`src/rtl/iat_pkg.sv`:
```
// Shared types, codes and helper functions for the interface address table.
package iat_pkg;

   localparam int ADDR_W  = 32;
   localparam int LEN_W   = 6;
   localparam int OP_W    = 3;
   localparam int STAT_W  = 3;
   localparam int IDX_W   = 2;
   localparam int CNT_W   = 3;
   localparam int CSR_IDX_W = 2;

   typedef enum logic [OP_W-1:0] {
      OP_SET_MAIN = 3'd0,
      OP_ADD_SUB  = 3'd1,
      OP_DELETE   = 3'd2,
      OP_LOOKUP   = 3'd3,
      OP_BEST     = 3'd4
   } op_type;

   typedef enum logic [STAT_W-1:0] {
      STAT_OK        = 3'd0,
      STAT_EXISTS    = 3'd1,
      STAT_INVALID   = 3'd2,
      STAT_FULL      = 3'd3,
      STAT_NOT_FOUND = 3'd4
   } status_type;

   typedef enum logic [CSR_IDX_W-1:0] {
      CSR_LEN_A     = 2'd0,
      CSR_LEN_B     = 2'd1,
      CSR_LEN_C     = 2'd2,
      CSR_LEN_OTHER = 2'd3
   } csr_index_type;

   typedef enum logic [2:0] {
      S_IDLE,
      S_SCAN,
      S_EXEC,
      S_SHIFT,
      S_OUT
   } ctl_state_type;

   typedef struct packed {
      logic [ADDR_W-1:0] addr;
      logic [LEN_W-1:0]  plen;
   } entry_type;

   // prefix length to netmask; lengths of 32 and above give a full mask
   function automatic logic [ADDR_W-1:0] len_to_mask(input logic [LEN_W-1:0] len);
      logic [ADDR_W-1:0] m;
      begin
         if (len == '0)
            m = '0;
         else if (len >= LEN_W'(ADDR_W))
            m = '1;
         else
            m = ~({ADDR_W{1'b1}} >> len);
         return m;
      end
   endfunction

   // zero network, multicast, or global broadcast
   function automatic logic addr_invalid(input logic [ADDR_W-1:0] a);
      return (a[31:24] == 8'h00) || (a[31:28] == 4'hE) || (a == '1);
   endfunction

endpackage

```
`src/rtl/iat_mem.sv`:
```
// Entry store: one write port, one read port with registered read data.
module iat_mem #(
   parameter int DEPTH = 4
) (
   input  logic                                        clock,
   input  logic                                        wr_en,
   input  logic [((DEPTH > 1) ? $clog2(DEPTH) : 1)-1:0] wr_addr,
   input  iat_pkg::entry_type                          wr_data,
   input  logic [((DEPTH > 1) ? $clog2(DEPTH) : 1)-1:0] rd_addr,
   output iat_pkg::entry_type                          rd_data
);
   import iat_pkg::*;

   entry_type mem [DEPTH];
   entry_type rd_data_ff;

   always_ff @(posedge clock) begin
      if (wr_en) begin
         mem[wr_addr] <= wr_data;
      end
      rd_data_ff <= mem[rd_addr];
   end

   assign rd_data = rd_data_ff;

endmodule

```
`src/rtl/interface_address_table.sv`:
```
// Top level: IPv4 interface address table with exact lookup and subnet match.
// Sequence: accept in idle, scan the held entries through the single read port, then
//   execute, shift later entries down after a delete, and pass the result out.
// One op at a time: a new request is taken only in idle, after the scan, any delete
//   shift and the hand-off to the output register, which waits out an output stall.
// Reset: synchronous, active high; clears the entry count and loads the default
//   class lengths 8/16/24/32. Entry memory contents are not cleared.
module interface_address_table #(
   parameter int MAX_ENTRIES = 4
) (
   input  logic                          clock,
   input  logic                          reset,
   // request channel
   input  logic                          req_valid,
   output logic                          req_stall,
   input  logic [iat_pkg::OP_W-1:0]      req_op,
   input  logic [iat_pkg::ADDR_W-1:0]    req_addr,
   input  logic [iat_pkg::LEN_W-1:0]     req_prefix_len,
   // response channel
   output logic                          rsp_valid,
   input  logic                          rsp_stall,
   output logic [iat_pkg::STAT_W-1:0]    rsp_status,
   output logic [iat_pkg::IDX_W-1:0]     rsp_entry_index,
   output logic                          rsp_local_bcast,
   output logic [iat_pkg::CNT_W-1:0]     rsp_entry_count,
   // configuration
   input  logic                          csr_we,
   input  logic [iat_pkg::CSR_IDX_W-1:0] csr_index,
   input  logic [iat_pkg::LEN_W-1:0]     csr_wdata
);
   import iat_pkg::*;

   // IW indexes the table, CW holds 0..MAX_ENTRIES
   localparam int IW = (MAX_ENTRIES > 1) ? $clog2(MAX_ENTRIES) : 1;
   localparam int CW = $clog2(MAX_ENTRIES + 1);
   localparam logic [CW-1:0] MAX_CNT = CW'(MAX_ENTRIES);

   // ---------------------------------------------------------------
   // Default class prefix lengths
   // ---------------------------------------------------------------
   logic [LEN_W-1:0] len_a_ff, len_b_ff, len_c_ff, len_o_ff;

   always_ff @(posedge clock) begin
      if (reset) begin
         len_a_ff <= LEN_W'(8);
         len_b_ff <= LEN_W'(16);
         len_c_ff <= LEN_W'(24);
         len_o_ff <= LEN_W'(32);
      end else if (csr_we) begin
         unique case (csr_index_type'(csr_index))
            CSR_LEN_A:     len_a_ff <= csr_wdata;
            CSR_LEN_B:     len_b_ff <= csr_wdata;
            CSR_LEN_C:     len_c_ff <= csr_wdata;
            CSR_LEN_OTHER: len_o_ff <= csr_wdata;
            default:       len_o_ff <= len_o_ff;
         endcase
      end
   end

   // resolved prefix for a set op: explicit length, else class default
   logic [LEN_W-1:0] req_len_res;
   always_comb begin
      if (req_prefix_len != '0)
         req_len_res = req_prefix_len;
      else if (!req_addr[31])
         req_len_res = len_a_ff;
      else if (req_addr[31:30] == 2'b10)
         req_len_res = len_b_ff;
      else if (req_addr[31:29] == 3'b110)
         req_len_res = len_c_ff;
      else
         req_len_res = len_o_ff;
   end

   // ---------------------------------------------------------------
   // Registers
   // ---------------------------------------------------------------
   ctl_state_type     state_ff, state_in;
   logic [OP_W-1:0]   op_ff, op_in;
   logic [ADDR_W-1:0] addr_ff, addr_in;
   logic [LEN_W-1:0]  plen_ff, plen_in;
   logic [CW-1:0]     count_ff, count_in;
   logic [CW-1:0]     rd_ptr_ff, rd_ptr_in;    // next entry to read
   logic              pend_ff, pend_in;        // read data arrives this cycle
   logic [IW-1:0]     pend_idx_ff, pend_idx_in;
   logic              exact_hit_ff, exact_hit_in;
   logic [IW-1:0]     exact_idx_ff, exact_idx_in;
   logic              best_hit_ff, best_hit_in;
   logic [IW-1:0]     best_idx_ff, best_idx_in;
   logic [LEN_W-1:0]  best_len_ff, best_len_in;
   logic [STAT_W-1:0] res_status_ff, res_status_in;
   logic [IW-1:0]     res_idx_ff, res_idx_in;
   logic              res_bc_ff, res_bc_in;
   logic              rsp_valid_ff, rsp_valid_in;
   logic [STAT_W-1:0] rsp_status_ff, rsp_status_in;
   logic [IDX_W-1:0]  rsp_idx_ff, rsp_idx_in;
   logic              rsp_bc_ff, rsp_bc_in;
   logic [CNT_W-1:0]  rsp_count_ff, rsp_count_in;

   // memory port
   logic              mem_we;
   logic [IW-1:0]     mem_waddr;
   entry_type         mem_wdata;
   logic [IW-1:0]     mem_raddr;
   entry_type         mem_rdata;

   iat_mem #(
      .DEPTH (MAX_ENTRIES)
   ) u_mem (
      .clock   (clock),
      .wr_en   (mem_we),
      .wr_addr (mem_waddr),
      .wr_data (mem_wdata),
      .rd_addr (mem_raddr),
      .rd_data (mem_rdata)
   );

   always_ff @(posedge clock) begin
      if (reset) begin
         state_ff     <= S_IDLE;
         count_ff     <= '0;
         pend_ff      <= 1'b0;
         rsp_valid_ff <= 1'b0;
      end else begin
         state_ff     <= state_in;
         count_ff     <= count_in;
         pend_ff      <= pend_in;
         rsp_valid_ff <= rsp_valid_in;
      end
   end

   always_ff @(posedge clock) begin
      op_ff         <= op_in;
      addr_ff       <= addr_in;
      plen_ff       <= plen_in;
      rd_ptr_ff     <= rd_ptr_in;
      pend_idx_ff   <= pend_idx_in;
      exact_hit_ff  <= exact_hit_in;
      exact_idx_ff  <= exact_idx_in;
      best_hit_ff   <= best_hit_in;
      best_idx_ff   <= best_idx_in;
      best_len_ff   <= best_len_in;
      res_status_ff <= res_status_in;
      res_idx_ff    <= res_idx_in;
      res_bc_ff     <= res_bc_in;
      rsp_status_ff <= rsp_status_in;
      rsp_idx_ff    <= rsp_idx_in;
      rsp_bc_ff     <= rsp_bc_in;
      rsp_count_ff  <= rsp_count_in;
   end

   // ---------------------------------------------------------------
   // Sequencer
   // ---------------------------------------------------------------
   logic [ADDR_W-1:0] ent_mask;
   logic [ADDR_W-1:0] best_mask;
   logic [CW-1:0]     del_next;     // entry just above the deleted one
   logic [IW+1:0]     idx_ext;
   logic [CW+2:0]     cnt_ext;

   assign ent_mask  = len_to_mask(mem_rdata.plen);
   assign best_mask = len_to_mask(best_len_ff);
   assign del_next  = CW'(exact_idx_ff) + CW'(1);
   assign idx_ext   = {2'b00, res_idx_ff};
   assign cnt_ext   = {3'b000, count_ff};

   always_comb begin
      state_in      = state_ff;
      op_in         = op_ff;
      addr_in       = addr_ff;
      plen_in       = plen_ff;
      count_in      = count_ff;
      rd_ptr_in     = rd_ptr_ff;
      pend_in       = 1'b0;
      pend_idx_in   = pend_idx_ff;
      exact_hit_in  = exact_hit_ff;
      exact_idx_in  = exact_idx_ff;
      best_hit_in   = best_hit_ff;
      best_idx_in   = best_idx_ff;
      best_len_in   = best_len_ff;
      res_status_in = res_status_ff;
      res_idx_in    = res_idx_ff;
      res_bc_in     = res_bc_ff;
      rsp_valid_in  = rsp_valid_ff;
      rsp_status_in = rsp_status_ff;
      rsp_idx_in    = rsp_idx_ff;
      rsp_bc_in     = rsp_bc_ff;
      rsp_count_in  = rsp_count_ff;
      mem_we        = 1'b0;
      mem_waddr     = pend_idx_ff;
      mem_wdata     = mem_rdata;
      mem_raddr     = rd_ptr_ff[IW-1:0];
      req_stall     = 1'b1;

      // output register drains independently of the sequencer
      if (rsp_valid_ff && !rsp_stall)
         rsp_valid_in = 1'b0;

      unique case (state_ff)
         S_IDLE: begin
            req_stall = 1'b0;
            if (req_valid) begin
               op_in        = req_op;
               addr_in      = req_addr;
               plen_in      = req_len_res;
               rd_ptr_in    = '0;
               exact_hit_in = 1'b0;
               best_hit_in  = 1'b0;
               state_in     = S_SCAN;
            end
         end

         // walk the valid entries: one read issued, one compared per cycle
         S_SCAN: begin
            if (rd_ptr_ff < count_ff) begin
               pend_in     = 1'b1;
               pend_idx_in = rd_ptr_ff[IW-1:0];
               rd_ptr_in   = rd_ptr_ff + CW'(1);
            end
            if (pend_ff) begin
               if (!exact_hit_ff && mem_rdata.addr == addr_ff) begin
                  exact_hit_in = 1'b1;
                  exact_idx_in = pend_idx_ff;
               end
               if (!best_hit_ff && mem_rdata.addr != '0 &&
                   (mem_rdata.addr & ent_mask) == (addr_ff & ent_mask)) begin
                  best_hit_in = 1'b1;
                  best_idx_in = pend_idx_ff;
                  best_len_in = mem_rdata.plen;
               end
            end
            if (!pend_ff && rd_ptr_ff >= count_ff)
               state_in = S_EXEC;
         end

         S_EXEC: begin
            res_status_in = STAT_OK;
            res_idx_in    = '0;
            res_bc_in     = 1'b0;
            state_in      = S_OUT;
            mem_wdata     = '{addr: addr_ff, plen: plen_ff};
            case (op_type'(op_ff))
               OP_SET_MAIN: begin
                  if (exact_hit_ff)
                     res_status_in = STAT_EXISTS;
                  else if (addr_invalid(addr_ff))
                     res_status_in = STAT_INVALID;
                  else begin
                     mem_we    = 1'b1;
                     mem_waddr = '0;
                     if (count_ff == '0)
                        count_in = CW'(1);
                  end
               end
               OP_ADD_SUB: begin
                  if (count_ff >= MAX_CNT)
                     res_status_in = STAT_FULL;
                  else if (addr_invalid(addr_ff))
                     res_status_in = STAT_INVALID;
                  else if (exact_hit_ff)
                     res_status_in = STAT_EXISTS;
                  else begin
                     mem_we    = 1'b1;
                     mem_waddr = count_ff[IW-1:0];
                     count_in  = count_ff + CW'(1);
                  end
               end
               OP_DELETE: begin
                  if (!exact_hit_ff)
                     res_status_in = STAT_NOT_FOUND;
                  else begin
                     count_in = count_ff - CW'(1);
                     if (del_next < count_ff) begin
                        rd_ptr_in = del_next;
                        state_in  = S_SHIFT;
                     end
                  end
               end
               OP_LOOKUP: begin
                  if (!exact_hit_ff)
                     res_status_in = STAT_NOT_FOUND;
                  else
                     res_idx_in = exact_idx_ff;
               end
               OP_BEST: begin
                  if (!best_hit_ff)
                     res_status_in = STAT_NOT_FOUND;
                  else begin
                     res_idx_in = best_idx_ff;
                     res_bc_in  = ((addr_ff | best_mask) == '1);
                  end
               end
               default: res_status_in = STAT_INVALID;
            endcase
         end

         // move later entries down: read i+1, write i the next cycle.
         // count_ff already holds the reduced count, so old count = count_ff + 1.
         S_SHIFT: begin
            if (rd_ptr_ff <= count_ff) begin
               pend_in     = 1'b1;
               pend_idx_in = IW'(rd_ptr_ff - CW'(1));
               rd_ptr_in   = rd_ptr_ff + CW'(1);
            end
            if (pend_ff) begin
               mem_we    = 1'b1;
               mem_waddr = pend_idx_ff;
               mem_wdata = mem_rdata;
            end
            if (!pend_ff && rd_ptr_ff > count_ff)
               state_in = S_OUT;
         end

         // hand the result to the output register once it is free
         S_OUT: begin
            if (!rsp_valid_ff || !rsp_stall) begin
               rsp_valid_in  = 1'b1;
               rsp_status_in = res_status_ff;
               rsp_idx_in    = idx_ext[IDX_W-1:0];
               rsp_bc_in     = res_bc_ff;
               rsp_count_in  = cnt_ext[CNT_W-1:0];
               state_in      = S_IDLE;
            end
         end

         default: state_in = S_IDLE;
      endcase
   end

   assign rsp_valid       = rsp_valid_ff;
   assign rsp_status      = rsp_status_ff;
   assign rsp_entry_index = rsp_idx_ff;
   assign rsp_local_bcast = rsp_bc_ff;
   assign rsp_entry_count = rsp_count_ff;

endmodule
```
`config.mk`:
```
export PLATFORM = sky130hd
export DESIGN_NAME = interface_address_table
export DESIGN_NICKNAME = d
export VERILOG_FILES = /design/src/rtl/iat_pkg.sv /design/src/rtl/iat_mem.sv /design/src/rtl/interface_address_table.sv
export SDC_FILE = /design/constraint.sdc
export NUM_CORES = 1
export LEC_CHECK = 0
export BUFFER_PORTS_ARGS = -buffer_cell sky130_fd_sc_hd__buf_4
export CORE_MARGIN = 4
export CORE_UTILIZATION = 45
export CTS_BUF_LIST = sky130_fd_sc_hd__clkbuf_2 sky130_fd_sc_hd__clkbuf_4 sky130_fd_sc_hd__clkbuf_8
export DETAILED_ROUTE_END_ITERATION = 8
export HOLD_SLACK_MARGIN = 0.06
export SKIP_CTS_REPAIR_TIMING = 1
export SLEW_MARGIN = 30
export SYNTH_ARGS = -nofsm -noshare
export SYNTH_HDL_FRONTEND = slang
export SYNTH_SLANG_ARGS = --single-unit
```
`constraint.sdc`:
```
create_clock -name clock -period 5.8 [get_ports clock]
set_input_delay 1.16 -clock clock [delete_from_list [all_inputs] [get_ports clock]]
set_output_delay 1.16 -clock clock [all_outputs]
set_load 0.005 [all_outputs]
```
==> run metrics <==
worst IR drop on VDD ~0.25 mV; Area growth syn-to-layout 14.8%; largest net degree at the start of global routing 50; unique cell type count in the Yosys netlist 69; post-synthesis instance area around 12,000 um^2; overall power of the completed layout approximately 6.4 mW; cell type group with the largest total delay on the critical path simple AND/OR/NAND/NOR gates; async set or reset register ratio after synthesis 0%; required time at the endpoint of the critical path ~6 ns; floorplan core area roughly 27,000 um^2; worst min path class register to register; Std-Cell Rows 60; Routed wire per std cell 20.6 um; weighted congestion reported at the end of routability-driven placement between 0.8 and 0.9; starting utilization of the core area 45.5%; Worst-Margin Slew approximately 0.9 ns; sum of negative setup slack 0 ns; initial antenna violation count 0; Reg2Reg Launch Point state_ff[1]; Clock Pin Slew Worst Setup and Hold Paths ~0.060 ns; share of post-route cells with drive strength above 1 about a quarter; critical path's largest stage delay roughly 0.58 ns; Sinks on Clock Net 295; R2R Setup Slk ~2.4 ns; area share of the largest cell type after synthesis 55.2%; number of H-tree branching levels 2; combined global-route utilization of all metal layers about 18%; number of buffer and inverter stages on the critical path 2; starting DRC count in detailed routing 442; final clock period utilization by the worst path around 60%; Most used DFF post-synth sky130_fd_sc_hd__edfxtp_1; average cell area after synthesis 15.0 um^2; outcome finished, final reports clean; worst slew slack as a fraction of its limit 41.7%; vias 7,279; vias per cell 5.66; cell type of the slowest stage on the worst timing path sky130_fd_sc_hd__dfxtp_1; setup repair after global routing missed its margin false; cell taking the most area after synthesis sky130_fd_sc_hd__edfxtp_1; Routed WL approximately 26,000 um; I/O pin total 65; number of remaining DRC errors 0; Worst Min Path Start res_status_ff[2]; worst slack after detailed placement 2.38 ns; highest clock frequency the design can meet ~290 MHz; Leakage around 5 nW; clock buffers created by TritonCTS 48; crit-path cells nor2b_2, and2_2, buf_4, nand4_1, nor4b_1, a21oi_1, nor3_2, buf_4; Post-Synthesis Net Count slightly below 900; CTS tree built; diodes inserted 0; final HPWL from detailed placement 17,100 um; Worst Setup End Kind register; buffer type at the clock tree root sky130_fd_sc_hd__clkbuf_8; number of synthesized register bits 295; largest buffer count on any clock path 3; placed instance area 13,100 um^2; total gr overflow 0; insertion delay of the later-clocked pin in the worst-skew pair ~0.57 ns; width of the die between 150 and 200 um; number of hold-slack violations in the final timing report 0; PnR worst setup slack roughly 2.4 ns; startpoint types register; count of flip-flops with a built-in enable after synthesis 225; number of cells on the worst hold path 0; final net count approximately 970; Pwr per Cell Area 456 nW/um^2; crit path time final 3.45 ns; largest cells by area after synthesis sky130_fd_sc_hd__edfxtp_1 55%, sky130_fd_sc_hd__dfxtp_1 11%, sky130_fd_sc_hd__mux4_2 7.0%, sky130_fd_sc_hd__mux2_2 3.4%, sky130_fd_sc_hd__mux2i_1 2.5%; via count of the first global-routing pass 7,329; category of the most critical setup path register to register; final instance area between 10,000 and 15,000 um^2; max-cap violations 0; end point of the most critical hold path rsp_status[2]; Total Die Area ~30,000 um^2; sequential element share of the synthesized area approximately 67%; data arrival time of the worst path about 3.6 ns; most instantiated library cell after synthesis sky130_fd_sc_hd__edfxtp_1; post-route antenna net violation count 0; chip height about 170 um; synthesis warning total 0; Finish-stage setup viols 0; endpoint of the most critical register-to-register path u_mem.mem[1][31]; Max Slew Vio Count 0; r2r worst-path depth 8; most frequent CP cell sky130_fd_sc_hd__buf_4; global-route wire length before repair roughly 41,000 um; Max Fanout on Critical Path around 50; Port Buf Inserts 64; Max Clock Skew around 0.038 ns; Pre-Repair DR Iteration Count 5; gate count of the mapped netlist around 800; list of most frequent post-synthesis cells 225 x sky130_fd_sc_hd__edfxtp_1, 70 x sky130_fd_sc_hd__dfxtp_1, 66 x sky130_fd_sc_hd__nor2_1
-- sequential cells by signal (all words and copies together) (netlist names), 2 cells and up --
register,count
u_mem.rd_data,38
count_ff,3
u_mem.mem,152
op_ff,3
addr_ff,32
len_b_ff,6
rsp_entry_count,3
res_idx_ff,2
rd_ptr_ff,3
best_len_ff,6
exact_idx_ff,2
best_idx_ff,2
pend_idx_ff,2
state_ff,3
len_a_ff,6
len_c_ff,6
plen_ff,6
len_o_ff,6
rsp_entry_index,2
res_status_ff,3
rsp_status,3
-- stage by stage --
stage / utilization, % / hold WS, ns / cells
2_1_floorplan: - / 0.400 / 818
3_3_place_gp: 48.7 / 0.409 / 1196
3_5_place_dp: 48.7 / 0.408 / 1196
4_1_cts: 52.2 / 0.429 / 1285
5_1_grt: 52.3 / 0.432 / 1285
6_report: 52.3 / 0.424 / 1285
-- worst max-delay path by stage --
stage | startpoint | slack, ns | depth (start not counted) | to
after floorplan | addr_ff[10] | 1.36 | 6 | u_mem.mem[0][0]
after global placement | state_ff[1] | 2.53 | 8 | u_mem.mem[3][12]
after detailed placement | state_ff[1] | 2.38 | 8 | u_mem.mem[1][12]
after CTS | state_ff[1] | 2.34 | 8 | u_mem.mem[1][33]
after global routing | state_ff[1] | 2.04 | 8 | u_mem.mem[3][34]
final | state_ff[1] | 2.35 | 8 | u_mem.mem[1][31]
-- worst reg2reg max path, cell delays in order (launching register included) --
cell                      delay (ns)
sky130_fd_sc_hd__dfxtp_1        0.58
sky130_fd_sc_hd__nor2b_2        0.24
sky130_fd_sc_hd__and2_2         0.14
sky130_fd_sc_hd__buf_4          0.54
sky130_fd_sc_hd__nand4_1        0.23
sky130_fd_sc_hd__nor4b_1        0.44
sky130_fd_sc_hd__a21oi_1        0.14
sky130_fd_sc_hd__nor3_2         0.19
sky130_fd_sc_hd__buf_4          0.55
-- cells by family (layout without fill, tap and decap cells) --
logic type / Yosys count / count (layout) / share of synthesized area, %
AO/OA/AOI/OAI: 134 / 134 / 7.27
adder cells (fa/ha/maj): 9 / 9 / 0.961
AND/OR/NAND/NOR: 189 / 189 / 8.06
XOR/XNOR: 34 / 34 / 2.43
buffers and inverters: 51 / 177 / 1.67
multiplexers: 106 / 106 / 12.9
flip-flops: 295 / 295 / 66.7
-- layout make-up --
cell class / count / area, um^2
Clock buffer: 74 / 875
Clock inverter: 15 / 81.3
Fill cell: 2256 / 12800
Inverter: 15 / 58.8
Multi-Input combinational cell: 472 / 3900
Sequential cell: 295 / 8160
Tap cell: 341 / 427
Timing Repair Buffer: 73 / 548
-- routing by layer --
metal  wire length (um)  up-vias  global-route usage (%)
met4                701        0                    5.62
met5                  0        -                       0
met1              12000     3610                    24.4
met2              12400      222                    28.1
met3               1390       60                    3.30
li1                   -     3387                       -
-- cells in the final DEF (no fill, tap or decap), types with 4 or more instances in the layout --
cell | netlist | final
sky130_fd_sc_hd__nand3b_1 | 4 | 4
sky130_fd_sc_hd__edfxtp_1 | 225 | 225
sky130_fd_sc_hd__nand3_1 | 14 | 14
sky130_fd_sc_hd__mux2_2 | 37 | 37
sky130_fd_sc_hd__inv_1 | 13 | 12
sky130_fd_sc_hd__clkbuf_8 | 0 | 51
sky130_fd_sc_hd__o21ai_1 | 4 | 4
sky130_fd_sc_hd__a211oi_1 | 5 | 5
sky130_fd_sc_hd__xor2_1 | 27 | 27
sky130_fd_sc_hd__a22oi_1 | 8 | 8
sky130_fd_sc_hd__nor4_1 | 14 | 14
sky130_fd_sc_hd__nand2_1 | 21 | 21
sky130_fd_sc_hd__a211o_1 | 5 | 5
sky130_fd_sc_hd__a21oi_1 | 36 | 35
sky130_fd_sc_hd__nand4_1 | 12 | 12
sky130_fd_sc_hd__o21bai_1 | 7 | 7
sky130_fd_sc_hd__xnor2_1 | 7 | 7
sky130_fd_sc_hd__dfxtp_1 | 70 | 70
sky130_fd_sc_hd__nand2b_1 | 5 | 5
sky130_fd_sc_hd__o21ai_0 | 22 | 22
sky130_fd_sc_hd__nor2_1 | 66 | 66
sky130_fd_sc_hd__a22o_1 | 5 | 5
sky130_fd_sc_hd__nor3_2 | 1 | 5
sky130_fd_sc_hd__mux2i_1 | 31 | 31
sky130_fd_sc_hd__nor3_1 | 17 | 13
sky130_fd_sc_hd__o22ai_1 | 4 | 4
sky130_fd_sc_hd__ha_1 | 7 | 7
sky130_fd_sc_hd__clkbuf_4 | 0 | 23
sky130_fd_sc_hd__and2_1 | 5 | 4
sky130_fd_sc_hd__a21o_1 | 6 | 6
sky130_fd_sc_hd__nor2b_1 | 6 | 6
sky130_fd_sc_hd__buf_4 | 1 | 73
sky130_fd_sc_hd__clkinv_1 | 0 | 9
sky130_fd_sc_hd__mux4_2 | 38 | 38
-- where the power goes --
part | switching, mW | internal, mW
clock | 0.789 | 0.964
combinational | 0.822 | 0.681
sequential | 0.378 | 2.77
Power figures use the tool's default switching activity.
